<file path="src/design/utn_pkg.sv">
// Package for the UTF-8 text normalizer.
// Holds the shared types, constants and the punctuation lookup; no dependencies.

package utn_pkg;

  localparam int unsigned COUNT_WIDTH = 32;
  localparam int unsigned QDEPTH = 4;
  localparam int unsigned QPTR_W = $clog2(QDEPTH);

  localparam logic [2:0] CFG_NEWLINE = 3'd0;
  localparam logic [2:0] CFG_TAB = 3'd1;
  localparam logic [2:0] CFG_RESTRICT = 3'd2;
  localparam logic [2:0] CFG_LOWER = 3'd3;
  localparam logic [2:0] CFG_PUNCT = 3'd4;

  localparam logic [1:0] ACT_PASS = 2'd0;
  localparam logic [1:0] ACT_DROP = 2'd1;
  localparam logic [1:0] ACT_HOLD = 2'd2;

  localparam logic [7:0] CH_TAB = 8'h09;
  localparam logic [7:0] CH_LF = 8'h0a;
  localparam logic [7:0] CH_CR = 8'h0d;
  localparam logic [7:0] CH_SPACE = 8'h20;
  localparam logic [7:0] CH_DEL = 8'h7f;
  localparam logic [7:0] PUNCT_LEAD = 8'he2;
  localparam logic [7:0] PUNCT_MID = 8'h80;

  typedef struct packed {
    logic newline_en;
    logic tab_en;
    logic restrict_en;
    logic lower_en;
    logic punct_en;
  } cfg_t;

  typedef struct packed {
    logic [2:0][7:0] bytes;
    logic [1:0] n;
    logic last;
  } run_t;

  // Returns {hit, ascii} for the final byte of an E2 80 xx sequence.
  function automatic logic [8:0] punct_map(input logic [7:0] b);
    logic [8:0] r;
    case (b)
      8'h94, 8'h93, 8'h90, 8'h91: r = {1'b1, 8'h2d};
      8'h9c, 8'h9d, 8'hb3: r = {1'b1, 8'h22};
      8'h98, 8'h99, 8'hb2: r = {1'b1, 8'h27};
      8'ha2, 8'ha3: r = {1'b1, 8'h2a};
      default: r = 9'd0;
    endcase
    return r;
  endfunction

endpackage

</file>
<file path="src/design/utn_if.sv">
// Stream interfaces for the UTF-8 text normalizer input and output channels.
// Depends on nothing but the language itself.

interface utn_in_if;
  logic valid;
  logic ready;
  logic [7:0] in_byte;
  logic in_last;

  modport source (output valid, output in_byte, output in_last, input ready);
  modport sink (input valid, input in_byte, input in_last, output ready);
endinterface

interface utn_out_if;
  logic valid;
  logic ready;
  logic [7:0] out_byte;
  logic byte_valid;
  logic run_last;
  logic stream_end;
  logic [31:0] bytes_out;

  modport source (output valid, output out_byte, output byte_valid, output run_last,
                  output stream_end, output bytes_out, input ready);
  modport sink (input valid, input out_byte, input byte_valid, input run_last,
                input stream_end, input bytes_out, output ready);
endinterface

</file>
<file path="src/design/utn_front.sv">
// Front end: accepts input bytes, tracks UTF-8 sequence state and builds each
// byte's run of up to three result bytes. Depends on utn_pkg and utn_in_if.

module utn_front (
  input  logic                clk_i,
  input  logic                rst_ni,
  input  utn_pkg::cfg_t       cfg_i,
  utn_in_if.sink              in_ch,
  input  logic                q_full_i,
  output logic                push_o,
  output utn_pkg::run_t       run_o
);

  logic       pend_q, pend_d;
  logic [1:0] cont_q, cont_d;
  logic [1:0] act_q, act_d;
  logic [1:0] hcnt_q, hcnt_d;
  logic [7:0] held0_q, held0_d;
  logic [7:0] held1_q, held1_d;
  logic       accept;
  logic [2:0][7:0] ob;
  logic [1:0] n;

  assign in_ch.ready = !q_full_i;
  assign accept = in_ch.valid && in_ch.ready;

  always_comb begin
    logic [7:0] b;
    logic [1:0] len;
    logic [8:0] pm;
    logic       plain;
    b = in_ch.in_byte;
    pend_d = pend_q;
    cont_d = cont_q;
    act_d = act_q;
    hcnt_d = hcnt_q;
    held0_d = held0_q;
    held1_d = held1_q;
    ob = '0;
    n = 2'd0;
    pm = utn_pkg::punct_map(b);
    plain = (b >= 8'h20 && b <= 8'h7e) || b == utn_pkg::CH_CR || b == utn_pkg::CH_LF ||
            b == utn_pkg::CH_TAB;
    if (b[7:5] == 3'b110) begin
      len = 2'd1;
    end else if (b[7:4] == 4'b1110) begin
      len = 2'd2;
    end else if (b[7:3] == 5'b11110) begin
      len = 2'd3;
    end else begin
      len = 2'd0;
    end

    if (cont_q != 2'd0) begin
      cont_d = cont_q - 2'd1;
      case (act_q)
        utn_pkg::ACT_PASS: begin
          ob[n] = b;
          n = n + 2'd1;
        end
        utn_pkg::ACT_HOLD: begin
          if (hcnt_q != 2'd2) begin
            if (b == utn_pkg::PUNCT_MID && cont_d != 2'd0) begin
              held1_d = b;
              hcnt_d = 2'd2;
            end else begin
              hcnt_d = 2'd0;
              if (cfg_i.restrict_en) begin
                ob[n] = utn_pkg::CH_DEL;
                n = n + 2'd1;
                act_d = utn_pkg::ACT_DROP;
              end else begin
                ob[n] = held0_q;
                n = n + 2'd1;
                ob[n] = b;
                n = n + 2'd1;
                act_d = utn_pkg::ACT_PASS;
              end
            end
          end else begin
            hcnt_d = 2'd0;
            act_d = utn_pkg::ACT_PASS;
            if (pm[8]) begin
              ob[n] = pm[7:0];
              n = n + 2'd1;
            end else if (cfg_i.restrict_en) begin
              ob[n] = utn_pkg::CH_DEL;
              n = n + 2'd1;
            end else begin
              ob[n] = held0_q;
              n = n + 2'd1;
              ob[n] = held1_q;
              n = n + 2'd1;
              ob[n] = b;
              n = n + 2'd1;
            end
          end
        end
        default: begin
        end
      endcase
    end else if (pend_q && b == utn_pkg::CH_LF) begin
      pend_d = 1'b0;
    end else begin
      pend_d = 1'b0;
      act_d = utn_pkg::ACT_PASS;
      hcnt_d = 2'd0;
      if (cfg_i.newline_en && b == utn_pkg::CH_CR) begin
        ob[n] = utn_pkg::CH_LF;
        n = n + 2'd1;
        pend_d = 1'b1;
      end else if (cfg_i.tab_en && b == utn_pkg::CH_TAB) begin
        ob[n] = utn_pkg::CH_SPACE;
        n = n + 2'd1;
      end else if (cfg_i.punct_en && b == utn_pkg::PUNCT_LEAD) begin
        held0_d = b;
        hcnt_d = 2'd1;
        act_d = utn_pkg::ACT_HOLD;
        cont_d = 2'd2;
      end else if (cfg_i.restrict_en && !plain) begin
        ob[n] = utn_pkg::CH_DEL;
        n = n + 2'd1;
        act_d = utn_pkg::ACT_DROP;
        cont_d = len;
      end else if (cfg_i.lower_en && b >= 8'h41 && b <= 8'h5a) begin
        ob[n] = b + 8'd32;
        n = n + 2'd1;
      end else begin
        ob[n] = b;
        n = n + 2'd1;
        cont_d = len;
      end
    end

    if (in_ch.in_last) begin
      if (hcnt_d != 2'd0 && act_d == utn_pkg::ACT_HOLD) begin
        if (cfg_i.restrict_en) begin
          ob[n] = utn_pkg::CH_DEL;
          n = n + 2'd1;
        end else begin
          ob[n] = held0_d;
          n = n + 2'd1;
          if (hcnt_d == 2'd2) begin
            ob[n] = held1_d;
            n = n + 2'd1;
          end
        end
      end
      pend_d = 1'b0;
      cont_d = 2'd0;
      act_d = utn_pkg::ACT_PASS;
      hcnt_d = 2'd0;
    end
  end

  assign push_o = accept && (n != 2'd0 || in_ch.in_last);
  assign run_o = '{bytes: ob, n: n, last: in_ch.in_last};

  always_ff @(posedge clk_i or negedge rst_ni) begin
    if (!rst_ni) begin
      pend_q <= 1'b0;
      cont_q <= 2'd0;
      act_q <= utn_pkg::ACT_PASS;
      hcnt_q <= 2'd0;
    end else if (accept) begin
      pend_q <= pend_d;
      cont_q <= cont_d;
      act_q <= act_d;
      hcnt_q <= hcnt_d;
    end
  end

  always_ff @(posedge clk_i) begin
    if (accept) begin
      held0_q <= held0_d;
      held1_q <= held1_d;
    end
  end

endmodule

</file>
<file path="src/design/utn_queue.sv">
// Short run queue between the front and back ends of the text normalizer.
// Depends on utn_pkg for the run type and depth.

module utn_queue (
  input  logic          clk_i,
  input  logic          rst_ni,
  input  logic          push_i,
  input  utn_pkg::run_t wdata_i,
  input  logic          pop_i,
  output utn_pkg::run_t rdata_o,
  output logic          empty_o,
  output logic          full_o
);

  utn_pkg::run_t mem_q [utn_pkg::QDEPTH];
  logic [utn_pkg::QPTR_W-1:0] wptr_q, rptr_q;
  logic [utn_pkg::QPTR_W:0] cnt_q;
  logic do_push, do_pop;

  assign empty_o = (cnt_q == '0);
  assign full_o = (cnt_q == (utn_pkg::QPTR_W+1)'(utn_pkg::QDEPTH));
  assign do_push = push_i && !full_o;
  assign do_pop = pop_i && !empty_o;
  assign rdata_o = mem_q[rptr_q];

  always_ff @(posedge clk_i or negedge rst_ni) begin
    if (!rst_ni) begin
      wptr_q <= '0;
      rptr_q <= '0;
      cnt_q <= '0;
    end else begin
      if (do_push) begin
        wptr_q <= wptr_q + 1'b1;
      end
      if (do_pop) begin
        rptr_q <= rptr_q + 1'b1;
      end
      if (do_push && !do_pop) begin
        cnt_q <= cnt_q + 1'b1;
      end else if (do_pop && !do_push) begin
        cnt_q <= cnt_q - 1'b1;
      end
    end
  end

  always_ff @(posedge clk_i) begin
    if (do_push) begin
      mem_q[wptr_q] <= wdata_i;
    end
  end

endmodule

</file>
<file path="src/design/utn_back.sv">
// Back end: walks each queued run, one result per cycle unless the output stalls,
// into an output register and keeps the saturating byte count. Depends on utn_pkg, utn_out_if.

module utn_back (
  input  logic          clk_i,
  input  logic          rst_ni,
  input  utn_pkg::run_t head_i,
  input  logic          empty_i,
  output logic          pop_o,
  utn_out_if.source     out_ch
);

  logic       ov_q;
  logic [1:0] idx_q, idx_d;
  logic [utn_pkg::COUNT_WIDTH-1:0] cnt_q, cnt_d, cnt_new;
  logic [7:0] ob_q;
  logic       bv_q, rl_q, se_q;
  logic [31:0] bo_q;
  logic take, bv, rl, se;

  assign take = !empty_i && (!ov_q || out_ch.ready);
  assign bv = (head_i.n != 2'd0);
  assign rl = !bv || (idx_q == head_i.n - 2'd1);
  assign se = rl && head_i.last;
  assign pop_o = take && rl;

  always_comb begin
    cnt_new = cnt_q;
    if (bv && cnt_q != '1) begin
      cnt_new = cnt_q + 1'b1;
    end
    cnt_d = se ? '0 : cnt_new;
    idx_d = rl ? 2'd0 : idx_q + 2'd1;
  end

  always_ff @(posedge clk_i or negedge rst_ni) begin
    if (!rst_ni) begin
      ov_q <= 1'b0;
      idx_q <= 2'd0;
      cnt_q <= '0;
    end else if (take) begin
      ov_q <= 1'b1;
      idx_q <= idx_d;
      cnt_q <= cnt_d;
    end else if (out_ch.ready) begin
      ov_q <= 1'b0;
    end
  end

  always_ff @(posedge clk_i) begin
    if (take) begin
      ob_q <= bv ? head_i.bytes[idx_q] : 8'd0;
      bv_q <= bv;
      rl_q <= rl;
      se_q <= se;
      bo_q <= 32'(cnt_new);
    end
  end

  assign out_ch.valid = ov_q;
  assign out_ch.out_byte = ob_q;
  assign out_ch.byte_valid = bv_q;
  assign out_ch.run_last = rl_q;
  assign out_ch.stream_end = se_q;
  assign out_ch.bytes_out = bo_q;

endmodule

</file>
<file path="src/design/utf8_text_normalizer.sv">
// Top level of the UTF-8 text normalizer: configuration registers, front end,
// run queue and back end. Depends on utn_pkg, utn_if, utn_front, utn_queue, utn_back.
//
//   Channel  Dir  Beat content                                   Handshake
//   in_ch    in   in_byte, in_last                               valid/ready
//   out_ch   out  out_byte, byte_valid, run_last, stream_end,    valid/ready
//                 bytes_out
//   cfg      in   cfg_idx_i, cfg_data_i                          cfg_we_i
//
// One input byte is accepted per cycle while the four-entry run queue has room.
// Each byte gives zero to three result beats; the back end sends one per cycle
// while its output register is empty or out_ch.ready is high.
// Between a byte and its results lie the run queue and the back end's output register.
// Reset clears all sequence state, the queue and the byte count.
// A stalled output holds its beat while the front end keeps filling the queue.

module utf8_text_normalizer (
  input  logic       clk_i,
  input  logic       rst_ni,
  input  logic       cfg_we_i,
  input  logic [2:0] cfg_idx_i,
  input  logic [0:0] cfg_data_i,
  utn_in_if.sink     in_ch,
  utn_out_if.source  out_ch
);

  utn_pkg::cfg_t cfg_q;
  utn_pkg::run_t push_run, head_run;
  logic push, pop, q_empty, q_full;

  always_ff @(posedge clk_i or negedge rst_ni) begin
    if (!rst_ni) begin
      cfg_q <= '0;
    end else if (cfg_we_i) begin
      case (cfg_idx_i)
        utn_pkg::CFG_NEWLINE: cfg_q.newline_en <= cfg_data_i[0];
        utn_pkg::CFG_TAB: cfg_q.tab_en <= cfg_data_i[0];
        utn_pkg::CFG_RESTRICT: cfg_q.restrict_en <= cfg_data_i[0];
        utn_pkg::CFG_LOWER: cfg_q.lower_en <= cfg_data_i[0];
        utn_pkg::CFG_PUNCT: cfg_q.punct_en <= cfg_data_i[0];
        default: begin
        end
      endcase
    end
  end

  utn_front u_front (
    .clk_i    (clk_i),
    .rst_ni   (rst_ni),
    .cfg_i    (cfg_q),
    .in_ch    (in_ch),
    .q_full_i (q_full),
    .push_o   (push),
    .run_o    (push_run)
  );

  utn_queue u_queue (
    .clk_i   (clk_i),
    .rst_ni  (rst_ni),
    .push_i  (push),
    .wdata_i (push_run),
    .pop_i   (pop),
    .rdata_o (head_run),
    .empty_o (q_empty),
    .full_o  (q_full)
  );

  utn_back u_back (
    .clk_i   (clk_i),
    .rst_ni  (rst_ni),
    .head_i  (head_run),
    .empty_i (q_empty),
    .pop_o   (pop),
    .out_ch  (out_ch)
  );

endmodule

</file>
<file path="src/flat_wrapper.sv">
// flat-port wrapper written by rule: the top's interface ports become plain ports
module utf8_text_normalizer_flat 
  (clk_i, rst_ni, cfg_we_i, cfg_idx_i, cfg_data_i, in_ch_valid, in_ch_in_byte, in_ch_in_last, in_ch_ready, out_ch_valid, out_ch_out_byte, out_ch_byte_valid, out_ch_run_last, out_ch_stream_end, out_ch_bytes_out, out_ch_ready);
  utn_in_if in_ch_i ();
  utn_out_if out_ch_i ();
  input  logic clk_i;
  input  logic rst_ni;
  input  logic cfg_we_i;
  input  logic [2:0] cfg_idx_i;
  input  logic [0:0] cfg_data_i;
  input wire logic [$bits(in_ch_i.valid)-1:0] in_ch_valid;
  input wire logic [$bits(in_ch_i.in_byte)-1:0] in_ch_in_byte;
  input wire logic [$bits(in_ch_i.in_last)-1:0] in_ch_in_last;
  output wire logic [$bits(in_ch_i.ready)-1:0] in_ch_ready;
  output wire logic [$bits(out_ch_i.valid)-1:0] out_ch_valid;
  output wire logic [$bits(out_ch_i.out_byte)-1:0] out_ch_out_byte;
  output wire logic [$bits(out_ch_i.byte_valid)-1:0] out_ch_byte_valid;
  output wire logic [$bits(out_ch_i.run_last)-1:0] out_ch_run_last;
  output wire logic [$bits(out_ch_i.stream_end)-1:0] out_ch_stream_end;
  output wire logic [$bits(out_ch_i.bytes_out)-1:0] out_ch_bytes_out;
  input wire logic [$bits(out_ch_i.ready)-1:0] out_ch_ready;
  assign in_ch_i.valid = in_ch_valid;
  assign in_ch_i.in_byte = in_ch_in_byte;
  assign in_ch_i.in_last = in_ch_in_last;
  assign in_ch_ready = in_ch_i.ready;
  assign out_ch_valid = out_ch_i.valid;
  assign out_ch_out_byte = out_ch_i.out_byte;
  assign out_ch_byte_valid = out_ch_i.byte_valid;
  assign out_ch_run_last = out_ch_i.run_last;
  assign out_ch_stream_end = out_ch_i.stream_end;
  assign out_ch_bytes_out = out_ch_i.bytes_out;
  assign out_ch_i.ready = out_ch_ready;
  utf8_text_normalizer u_core (.clk_i(clk_i), .rst_ni(rst_ni), .cfg_we_i(cfg_we_i), .cfg_idx_i(cfg_idx_i), .cfg_data_i(cfg_data_i), .in_ch(in_ch_i), .out_ch(out_ch_i));
endmodule
</file>
<file path="config.mk">
export PLATFORM = sky130hd
export DESIGN_NAME = utf8_text_normalizer_flat
export DESIGN_NICKNAME = d
export VERILOG_FILES = /design/src/design/utn_pkg.sv /design/src/design/utn_if.sv /design/src/design/utn_front.sv /design/src/design/utn_queue.sv /design/src/design/utn_back.sv /design/src/design/utf8_text_normalizer.sv /design/src/flat_wrapper.sv
export SDC_FILE = /design/constraint.sdc
export NUM_CORES = 1
export LEC_CHECK = 0
export BUFFER_PORTS_ARGS = -buffer_cell sky130_fd_sc_hd__buf_2
export CAP_MARGIN = 20
export CELL_PAD_IN_SITES_DETAIL_PLACEMENT = 1
export CELL_PAD_IN_SITES_GLOBAL_PLACEMENT = 2
export CORE_ASPECT_RATIO = 1.4
export CORE_MARGIN = 4
export CORE_UTILIZATION = 43
export DETAILED_ROUTE_END_ITERATION = 8
export GPL_TIMING_DRIVEN = 0
export PLACE_DENSITY_LB_ADDON = 0.1
export SYNTH_ARGS = -nofsm -noshare
export SYNTH_HDL_FRONTEND = slang
export SYNTH_SLANG_ARGS = --single-unit
</file>
<file path="constraint.sdc">
create_clock -name clk_i -period 4.5 [get_ports clk_i]
set_clock_uncertainty 0.05 [all_clocks]
set_input_delay 0.225 -clock clk_i [delete_from_list [all_inputs] [get_ports clk_i]]
set_output_delay 0.225 -clock clk_i [all_outputs]
set_load 0.01 [all_outputs]
</file>
==> results of run 1 <==
==> layer usage <==
metal	global-route usage, %	up-vias	part of all wire (%)
met1	23.9	3846	38
met5	0	-	0
met4	5.95	0	2.6
li1	-	3562	-
met3	2.55	45	2.9
met2	41.9	116	56
==> worst min path at each step <==
stage / start / to / slack, ns / depth (start not counted)
floorplan: rst_ni / u_core.cfg_q[0] / -0.12 / 0
global placement: u_core.u_back.out_ch.valid / u_core.u_back.out_ch.valid / 0.42 / 2
detailed placement: rst_ni / u_core.u_back.cnt_q[19] / 0.30 / 1
CTS: cfg_idx_i[2] / u_core.cfg_q[0] / 0.009 / 3
global route: cfg_idx_i[2] / u_core.cfg_q[0] / 0.04 / 3
finish: cfg_idx_i[2] / u_core.cfg_q[0] / 0.03 / 3
==> area by class of cell <==
type / instances / area, um^2
clock inverter: 13 / 155
clock buffer: 28 / 604
sequential: 221 / 6370
multi-input combinational: 597 / 4260
timing repair buffer: 67 / 383
buffer: 46 / 230
inverter: 31 / 116
tap: 315 / 394
fill: 2659 / 12400
==> metrics by stage <==
stage / power, uW / setup TNS [ns] / worst slack, ns / instance area (um^2)
floorplan: 4630 / 0 / 0.870 / 11000
global placement: 5420 / -2.97 / -0.123 / 11700
detailed placement: 5500 / -2.80 / -0.193 / 11700
CTS: 7450 / 0 / 0.110 / 12500
global route: 7810 / 0 / 0.0733 / 12500
finish: 7320 / 0 / 0.365 / 12500
==> cell families after synthesis <==
group | after synthesis | synth area share (%)
simple gates | 282 | 13.5
flops | 221 | 58.0
compound gates | 209 | 12.5
buf+inv | 78 | 3.18
mux | 52 | 7.92
xor+xnor | 40 | 3.19
fa+ha+maj | 14 | 1.67
==> Yosys cell counts (5+ instances only) <==
master / n
nor3b_1: 6
nand4_1: 8
inv_1: 31
o21ai_0: 57
xnor2_1: 28
nand2b_1: 5
buf_1: 5
dfrtp_1: 54
o31ai_1: 11
a22o_1: 6
and2_1: 14
ha_1: 13
nand3_1: 48
mux2i_1: 17
nand2_1: 58
mux4_2: 27
and4_1: 5
nor2_1: 68
o311ai_0: 5
o21a_1: 8
nand3b_1: 5
mux2_2: 8
buf_2: 21
or2_2: 5
a31oi_1: 14
and3_1: 9
xor2_1: 12
nor2b_1: 15
edfxtp_1: 167
a21oi_1: 59
o211a_1: 5
clkbuf_1: 16
nor3_1: 8
==> state kept, by name, indices dropped and copies added (netlist names), 3 cells and up <==
name and cells:
u_core.u_back.cnt_q 32, u_core.cfg_q 5, u_core.u_back.out_ch.out_byte 8, u_core.u_queue.cnt_q 3
u_core.u_back.out_ch.bytes_out 32, u_core.u_front.held0_q 8, u_core.u_queue.mem_q 108, u_core.u_front.held1_q 8
==> worst max-delay path: cells and delay by family, from the launching register on <==
| kind | cells | cell delay (ns) |
|---|---|---|
| adders and majority gates | 1 | 0.39 |
| and+or+nand+nor | 4 | 1.37 |
| buffers and inverters | 3 | 0.76 |
| AOI/OAI and AO/OA | 4 | 0.90 |
| DFF | 1 | 0.40 |
==> where the power goes <==
group          total [uW]  switching, uW  internal [uW]  leakage (uW)
Sequential           3000            199           2800       0.00226
Clock                1910            781           1130      0.000358
Combinational        2410           1490            920       0.00205
==> repair_timing <==
item / in CTS / in global routing
hold buffers: 4 / 0
hold endpoints to repair: 64 / 0
setup endpoints to repair: 0 / 27
gates resized for setup: 0 / 1
==> metrics.cfg, run 1 <==
[outcome]
outcome=complete, no violations

[timing]
rsz0062_at_grt=false
hold_viol=0
hold-worst-slack_ns=0.0274
final_max_slew_viol_count=0
tightest_slew_ns=0.863
slew_headroom_pct=42.5
fin_crit_ns=4.14
fin_crit_sh_pct=91.9
timing.fmax_mhz=242
finalSetupViolCount=0

[route]
avgRoutedWirePerCell_um=22.2
viasPerCell=5.74
first_iter_violations=352
remaining_drc_errors=0
ant_nets=0
finalWirelength_mm=29.3
vias=7569
first_pass_iters=4

[critical_path]
reg2regPathDepth=12
startpoint_type=register
timing.rr.start=u_core.u_front.hcnt_q[1]
cp.arrival_ns=4.35
end_kind=register
reg2reg_slack_ns=0.36
path_class=reg -> reg
r2r-end=u_core.u_queue.mem_q[1][11]
crit_fanout=11
crit_path_cell_trace=nor2b_1 -> o211a_1 -> or3_1 -> clkbuf_1 -> ha_1 -> inv_1 -> nor2_1 -> a31oi_1 -> or2_1 -> buf_6 -> o31a_1 -> a21oi_1
crit_path_start=u_core.u_front.hcnt_q[1]
crit_required_ns=4.71
critPathMaxStageDelay_ns=0.51
cp_slowest_cell=clkbuf_1
cp-endpoint=u_core.u_queue.mem_q[1][11]

[cts]
postCtsSetupBuffers=0
cts-htree-levels=1
clock_path_buffers=3
cts_sinks=221
cts_made_buffers=23
worst_skew_pair.late_latency_ns=0.51
cts_root_buf=clkbuf_16
path_clk_slew_ns=0.06
cts_tree=done

[finish]
final_cells=1318
final_cell_mix=167 x edfxtp_1, 81 x buf_2, 67 x nor2_1, 59 x a21oi_1, 58 x nand2_1
layout.nets=1019
drive_above_1_share_pct=18.7
antenna_cells=0
syn_to_final_growth_pct=14.0
utilization_pct=50.2
layout_commonest_cell=edfxtp_1

[global_route]
grt_max_degree=55
grtUsageTotal_pct=21.4
antenna_found_initial=0
grt_pass1_wl_mm=47.2
gr-total-overflow=0
grt_pass1_vias=8257

[place]
place_congestion=0.869
dp_hpwl_mm=22.1
io_buffers=61
placed_cells=1274

[synthesis]
syn-cell-area_um2=11000
syn_inst=896
ys.flop_type=edfxtp_1
yosysTopAreaCell=edfxtp_1
synth_area_leaders=edfxtp_1 46%, dfrtp_1 12%, mux4_2 5.5%
ys_ff_latch=221
synthesis.nets=928
synth_edf_count=167
synthDistinctLibCells=77
async_flop_share_pct=24.4
yosys_warnings=0
netlist.area_leader.share_pct=45.7
synth-seq-area-share_pct=58.0
avgSynthCellArea_um2=12.2

[floorplan]
dieHeight_um=197
core_um2=24900
start_util_pct=44.0
io_pins=63
die_w_um=143
core.rowCount=68
die_area_um2=28200

[hold_path]
hp-class=in -> reg

[pwr]
powerDensity_nw_per_um2=585
ir_drop_uv=446
p_leak_uw=0.00467

[job]
cap_violations=0

Note: power is estimated with default switching activity, not from simulation.
==> inputs of run 2 (changes only) <==
--- a/config.mk
+++ b/config.mk
@@ -10,7 +10,6 @@
 export CELL_PAD_IN_SITES_DETAIL_PLACEMENT = 1
 export CELL_PAD_IN_SITES_GLOBAL_PLACEMENT = 2
 export CORE_ASPECT_RATIO = 1.4
-export CORE_MARGIN = 4
 export CORE_UTILIZATION = 43
 export DETAILED_ROUTE_END_ITERATION = 8
 export GPL_TIMING_DRIVEN = 0
==> constraint.sdc (replaced) <==
create_clock -name clk_i -period 4.6 [get_ports clk_i]
set_clock_uncertainty 0.05 [all_clocks]
set_input_delay 0.23 -clock clk_i [delete_from_list [all_inputs] [get_ports clk_i]]
set_output_delay 0.23 -clock clk_i [all_outputs]
set_load 0.01 [all_outputs]
==> run 2 against run 1 <==
  * Global-route usage up 2.0 points
  * Sequential cell count did not move
  * Final cell count about the same
  * Clock power shrank 4%
  * Register-to-register slack improved by 0.12 ns
  * First-iteration DRC count grew 12%
  * Non-clock buffer count grew 1
  * Hold slack better by 0.021 ns
  * Total power is 2.8% lower
  * Core utilization grew 0.14 points
  * Clock-buffer cell count down 3
==> metrics.cfg, run 2 (same netlist as run 1, synthesis figures left out) <==
[route]
viasPerCell=5.71  ; -0.63%
vias=7527  ; -0.55%
ant_nets=0  ; unchanged
first_iter_violations=395  ; +12%
first_pass_iters=4  ; unchanged
finalWirelength_mm=28.8  ; -1.6%
avgRoutedWirePerCell_um=21.8  ; -1.6%
remaining_drc_errors=0  ; unchanged

[cts]
clock_path_buffers=3  ; unchanged
cts_tree=done
cts_sinks=221  ; unchanged
cts-resized-gates=0  ; unchanged
worst_skew_pair.late_latency_ns=0.51  ; about the same
cts_root_buf=clkbuf_16
cts_made_buffers=23  ; unchanged
path_clk_slew_ns=0.06  ; about the same
cts-htree-levels=1  ; unchanged
postCtsSetupBuffers=0  ; unchanged

[finish]
layout.nets=1020  ; +0.098%
utilization_pct=50.3  ; +0.14 points
syn_to_final_growth_pct=14.0  ; about the same
final_cell_mix=167 x edfxtp_1, 82 x buf_2, 68 x nor2_1, 59 x a21oi_1, 58 x nand2_1
layout_commonest_cell=edfxtp_1
drive_above_1_share_pct=18.8  ; +0.081 points
largest_register_ffs=108  ; unchanged
largest_register=u_core.u_queue.mem_q
stdcell_area_um2=12500  ; about the same
antenna_cells=0  ; unchanged

[critical_path]
path_class=reg -> reg
critPathMaxStageDelay_ns=0.49  ; -0.02 ns
crit_fanout=11  ; unchanged
crit_buf_inv=2  ; -1
cp_top_family=simple AND/OR/NAND/NOR gates
crit_path_cell_trace=nor2b_1 -> o211a_1 -> or3_1 -> clkbuf_1 -> ha_1 -> clkbuf_1 -> a31oi_1 -> nor2_1 -> a21oi_1 -> a21oi_1
cp.arrival_ns=4.32  ; -0.03 ns
cp_slowest_cell=nor2b_1
end_kind=register
startpoint_type=register
crit_required_ns=4.80  ; +0.09 ns

[timing]
timing.fmax_mhz=243  ; +0.39%
fin_crit_sh_pct=89.5  ; -2.3 points
slew_headroom_pct=40.7  ; -1.8 points
finalSetupViolCount=0  ; unchanged
rsz0062_at_grt=false
tightest_slew_ns=0.883  ; +0.0208 ns
hold_viol=0  ; unchanged
setup_tns_ns=0  ; unchanged
final_max_slew_viol_count=0  ; unchanged
fin_crit_ns=4.12  ; -0.0162 ns

[hold_path]
hp-class=in -> reg

[pwr]
p_leak_uw=0.00467  ; +0.14%
power_switching_uw=2430  ; -1.6%
p_int_uw=4690  ; -3.4%
power_frac_seq_pct=41.2  ; +0.3 points
ir_drop_uv=274  ; -39%
powerDensity_nw_per_um2=569  ; -2.7%
p_sw_share_pct=34.1  ; +0.40 points
combPwrFrac_pct=33.1  ; +0.2 points
clock_power_share_pct=25.7  ; -0.4 points

[place]
place_congestion=0.873  ; +0.51%
io_buffers=61  ; unchanged
placed_cell_area_um2=11700  ; +0.15%
dp_hpwl_mm=21.6  ; -2.5%

[global_route]
antenna_found_initial=0  ; unchanged
gr-total-overflow=0  ; unchanged
grt_pass1_wl_mm=46.1  ; -2.4%
grt_max_degree=37  ; -33%
grtUsageTotal_pct=23.3  ; +2.0 points
grt_pass1_vias=8128  ; -1.6%

[floorplan]
core.rowCount=68  ; unchanged
io_pins=63  ; unchanged
die_area_um2=26200  ; -7.1%
core_um2=24800  ; -0.34%
die_w_um=137  ; -4.2%
start_util_pct=44.2  ; +0.15 points
dieHeight_um=191  ; -3.0%

[outcome]
outcome=complete, no violations

[job]
cap_violations=0  ; unchanged

[run 2: changes by cell type in the layout (fill, tap and decap cells not counted)]
cell	previous run	this run
buf_2	81	82
bufinv_16	3	2
clkbuf_1	19	16
inv_6	0	2
buf_4	3	2
clkinvlp_4	4	3
buf_12	1	2
nor2_2	3	2
clkinv_4	2	1
nor2_1	67	68
clkinv_1	2	4
clkinv_2	2	4
[run 2: power groups by stage]
stage	logic [uW]	registers, uW	clock network [uW]
3_3_place_gp	2330	2960	0
4_1_cts	2420	2940	1870
6_report	2350	2940	1830
3_5_place_dp	2400	2970	0
5_1_grt	2620	2990	1930
2_1_floorplan	1530	2990	0
[run 2: area by class of cell]
type	instances	area, um^2
timing repair buffer	68	400
tap	315	394
clock buffer	25	593
sequential	221	6370
multi-input combinational	597	4260
buffer	46	230
inverter	31	116
clock inverter	16	144
fill	2628	12300
[run 2: repair_timing]
action                                 in CTS  in global routing
setup endpoints to repair                   0                  2
hold buffers                                4                  0
endpoints found under the hold margin      38                  0
[run 2: path summary, 6_finish.rpt]
| kind | from | to | slack (ns) | cells after the start |
|---|---|---|---|---|
| min in group asynchronous | rst_ni | u_core.u_back.cnt_q[20] | 0.27 | 2 |
| setup reg to reg | u_core.u_front.hcnt_q[1] | u_core.u_queue.mem_q[3][21] | 0.48 | 10 |
| setup / recovery | u_core.u_front.hcnt_q[1] | u_core.u_queue.mem_q[3][21] | 0.48 | 10 |
| hold / removal | cfg_idx_i[2] | u_core.cfg_q[0] | 0.05 | 3 |
| hold reg to reg | u_core.u_back.out_ch.valid | u_core.u_back.out_ch.valid | 0.45 | 2 |
| max in group asynchronous | rst_ni | u_core.u_back.cnt_q[8] | 3.62 | 3 |
[run 2: worst register-to-register path: cells and delay by family, from the launching register on]
kind	cells	cell delay, ns
buf+inv	2	0.91
simple gates	3	1.18
compound gates	4	1.01
flops	1	0.40
fa+ha+maj	1	0.31
[run 2: metrics by stage]
| stage | cells | hold slack [ns] | setup slack, ns | total power, uW |
|---|---|---|---|---|
| finish | 1319 | 0.0480 | 0.481 | 7120 |
| global route | 1319 | 0.0450 | 0.196 | 7540 |
| CTS | 1320 | 0.0306 | 0.175 | 7220 |
| detailed placement | 1275 | 0.281 | 0.0717 | 5370 |
| global placement | 1272 | 0.429 | 0.0645 | 5290 |
| floorplan | 896 | -0.116 | 0.970 | 4530 |
[run 2: layer usage]
metal	wire length, um	part of all wire [%]	vias to the layer above	global-route usage (%)
li1	-	-	3552	-
met1	10800	38	3782	25.3
met2	16400	57	142	45.7
met3	759	2.6	51	2.60
met4	792	2.8	0	8.03
met5	0	0	-	0
==> inputs of run 3 (changes only) <==
--- a/config.mk
+++ b/config.mk
@@ -5,12 +5,13 @@
 export SDC_FILE = /design/constraint.sdc
 export NUM_CORES = 1
 export LEC_CHECK = 0
+export ABC_AREA = 1
 export BUFFER_PORTS_ARGS = -buffer_cell sky130_fd_sc_hd__buf_2
 export CAP_MARGIN = 20
 export CELL_PAD_IN_SITES_DETAIL_PLACEMENT = 1
 export CELL_PAD_IN_SITES_GLOBAL_PLACEMENT = 2
 export CORE_ASPECT_RATIO = 1.4
-export CORE_UTILIZATION = 43
+export CORE_UTILIZATION = 39
 export DETAILED_ROUTE_END_ITERATION = 8
 export GPL_TIMING_DRIVEN = 0
 export PLACE_DENSITY_LB_ADDON = 0.1
==> run 3 against run 2 <==
  * Design area grew 7.6%
  * Die area up 16%
  * Clock power grew 11%
  * Total power rose by 16%
  * Worst setup slack improved by 0.072 ns
  * First-iteration DRC count grew 23%
  * Non-clock buffer count grew 9
  * Wire length grew 26%
  * Synthesized area rose by 5.6%
==> metrics.cfg, run 3 <==
[cts]
postCtsSetupBuffers=0  ; unchanged
cts_root_buf=clkbuf_16
clock_path_buffers=3  ; unchanged
path_clk_slew_ns=0.06  ; about the same
worst_skew_pair.late_latency_ns=0.53  ; +0.02 ns
cts_tree=done
cts-htree-levels=1  ; unchanged
cts_sinks=221  ; unchanged
cts_made_buffers=23  ; unchanged

[critical_path]
path_class=reg -> reg
cp-endpoint=u_core.u_queue.cnt_q[2]
cp.arrival_ns=4.40  ; +0.08 ns
startpoint_type=register
crit_fanout=10  ; -1
reg2reg_slack_ns=0.55  ; +0.07 ns
end_kind=register
crit_path_start=u_core.u_queue.rptr_q[1]
reg2regPathDepth=16  ; +6
timing.rr.start=u_core.u_queue.rptr_q[1]
r2r-end=u_core.u_queue.cnt_q[2]
crit_required_ns=4.95  ; +0.15 ns

[synthesis]
syn-cell-area_um2=11600  ; +5.6%
synth-seq-area-share_pct=55.0  ; -3.1 points
yosys_warnings=0  ; unchanged
synth_most_common_cell=nand2_1
synth_area_leaders=edfxtp_1 43%, dfrtp_1 12%, nand2_1 9.4%
synth_edf_count=167  ; unchanged
synthDistinctLibCells=47  ; -39%
ys.flop_type=edfxtp_1
avgSynthCellArea_um2=8.90  ; -27%
netlist.area_leader.share_pct=43.3  ; -2.4 points
synthesis.nets=1333  ; +44%
ys_ff_latch=221  ; unchanged
syn_inst=1301  ; +45%
async_flop_share_pct=24.4  ; unchanged
synth_common_cells=290 x nand2_1, 167 x edfxtp_1, 156 x nor2_1
yosysTopAreaCell=edfxtp_1

[pwr]
powerDensity_nw_per_um2=612  ; +7.5%
p_leak_uw=0.00546  ; +17%
ir_drop_uv=310  ; +13%

[global_route]
gr-total-overflow=0  ; unchanged
grt_max_degree=43  ; +16%
grt_pass1_wl_mm=56.4  ; +22%
antenna_found_initial=0  ; unchanged
grt_pass1_vias=10058  ; +24%
grtUsageTotal_pct=24.5  ; +1.1 points

[route]
first_iter_violations=486  ; +23%
avgRoutedWirePerCell_um=20.1  ; -7.9%
remaining_drc_errors=0  ; unchanged
viasPerCell=5.26  ; -7.9%
vias=9465  ; +26%
first_pass_iters=5  ; +1
finalWirelength_mm=36.2  ; +26%
ant_nets=0  ; unchanged

[finish]
largest_register=u_core.u_queue.mem_q
layout_commonest_cell=nand2_1
n_fill_cell=3438  ; +31%
largest_register_ffs=108  ; unchanged
final_cells=1800  ; +36%
antenna_cells=0  ; unchanged
syn_to_final_growth_pct=16.1
final_cell_mix=290 x nand2_1, 167 x edfxtp_1, 152 x nor2_1, 126 x inv_1, 126 x o21ai_0
drive_above_1_share_pct=13.5  ; -5.3 points
layout.nets=1435  ; +41%

[timing]
rsz0062_at_grt=false
fin_crit_sh_pct=88.0  ; -1.6 points
tightest_slew_ns=0.947  ; +0.0631 ns
fin_crit_ns=4.05  ; -0.0722 ns
timing.fmax_mhz=247  ; +1.8%
finalSetupViolCount=0  ; unchanged
fin_ws_ns=0.553  ; +0.0722 ns
hold_viol=0  ; unchanged
final_max_slew_viol_count=0  ; unchanged
slew_headroom_pct=36.7  ; -4.0 points

[place]
placed_cells=1747  ; +37%
pre_cts_slack_ns=0.517  ; +0.446 ns
dp_hpwl_mm=27.5  ; +27%
place_congestion=0.876  ; +0.24%
io_buffers=60  ; -1.6%

[floorplan]
die_w_um=148  ; +7.8%
core_um2=29200  ; +17%
io_pins=63  ; unchanged
die_area_um2=30400  ; +16%
dieHeight_um=206  ; +7.8%
core.rowCount=74  ; +8.8%
start_util_pct=39.7  ; -4.4 points

[hold_path]
hp-class=in -> reg

[outcome]
outcome=complete, no violations

[job]
cap_violations=0  ; unchanged

[run 3: cell count changes in the layout (fill, tap and decap cells not counted), sizes merged, moves of 25 or more]
cell | before | now
nand2 | 58 | 304
inv | 33 | 144
a21oi | 59 | 26
nor2 | 70 | 169
o21ai | 60 | 160
xnor2 | 28 | 3
mux4 | 27 | 0
nand3 | 48 | 77
[run 3: worst min-delay path by stage]
stage / start / to / slack, ns / cells after the start
5_1_grt: in_ch_in_last / u_core.u_queue.mem_q[2][0] / 0.01 / 1
4_1_cts: in_ch_in_last / u_core.u_queue.mem_q[2][0] / 0.009 / 1
3_3_place_gp: out_ch_ready / u_core.u_back.out_ch.valid / 0.38 / 2
2_1_floorplan: rst_ni / u_core.cfg_q[0] / -0.12 / 0
6_report: in_ch_in_last / u_core.u_queue.mem_q[2][0] / 0.03 / 1
3_5_place_dp: rst_ni / u_core.u_back.cnt_q[23] / 0.25 / 1
[run 3: critical path, cell delays in order, from the launching register on]
cell and delay, ns:
dfrtp_1 0.35, buf_2 0.19, inv_1 0.29, clkbuf_1 0.45, a21oi_1 0.08, a32o_1 0.25
ha_1 0.18, clkbuf_1 0.25, inv_1 0.25, nand2_1 0.21, nand2_1 0.29, ha_1 0.20
inv_1 0.07, fa_1 0.38, a21oi_1 0.14, o21ai_0 0.12, xor2_1 0.15
[run 3: what timing repair did]
item	CTS	global route
gates resized for setup	0	0
hold endpoints to repair	29	0
hold buffers	11	0
[run 3: through the flow]
step | power (uW) | util, % | instance area, um^2 | setup TNS [ns] | hold slack [ns]
after floorplan | 5000 | - | 11600 | 0 | -0.116
after global placement | 6120 | 42.4 | 12400 | -32.63 | 0.382
after detailed placement | 6250 | 42.9 | 12500 | 0 | 0.254
after CTS | 8330 | 46.1 | 13400 | 0 | 0.00910
after global routing | 8730 | 46.1 | 13400 | 0 | 0.0102
final | 8230 | 46.1 | 13400 | 0 | 0.0282
[run 3: routing by layer]
| metal | share of wire, % | routed length (um) | track usage (%) |
|---|---|---|---|
| met1 | 40 | 14600 | 27.8 |
| met2 | 53 | 19300 | 47.0 |
| met3 | 2.7 | 962 | 1.94 |
| met4 | 3.6 | 1310 | 9.87 |
| met5 | 0 | 0 | 0 |
[run 3: layout make-up]
class	instances	area, um^2	area share (%)
buffer	46	228	1.69
clock buffer	23	576	4.28
clock inverter	19	249	1.85
inverter	146	551	4.09
multi-input combinational	888	4470	33.2
sequential	221	6370	47.3
tap	380	475	3.54
timing repair buffer	77	533	3.96
[run 3: cell families after synthesis]
| kind of cell | count (synthesis) | synth area share [%] |
|---|---|---|
| xor+xnor | 32 | 2.42 |
| simple gates | 598 | 22.2 |
| compound gates | 244 | 12.1 |
| flops | 221 | 55.0 |
| fa+ha+maj | 14 | 1.58 |
| buf+inv | 192 | 6.71 |
[run 3: power by group]
group	internal, uW	switching, uW	total (uW)
clock	1210	826	2030
combinational	898	2200	3100
sequential	2860	237	3100
total	4970	3260	8230
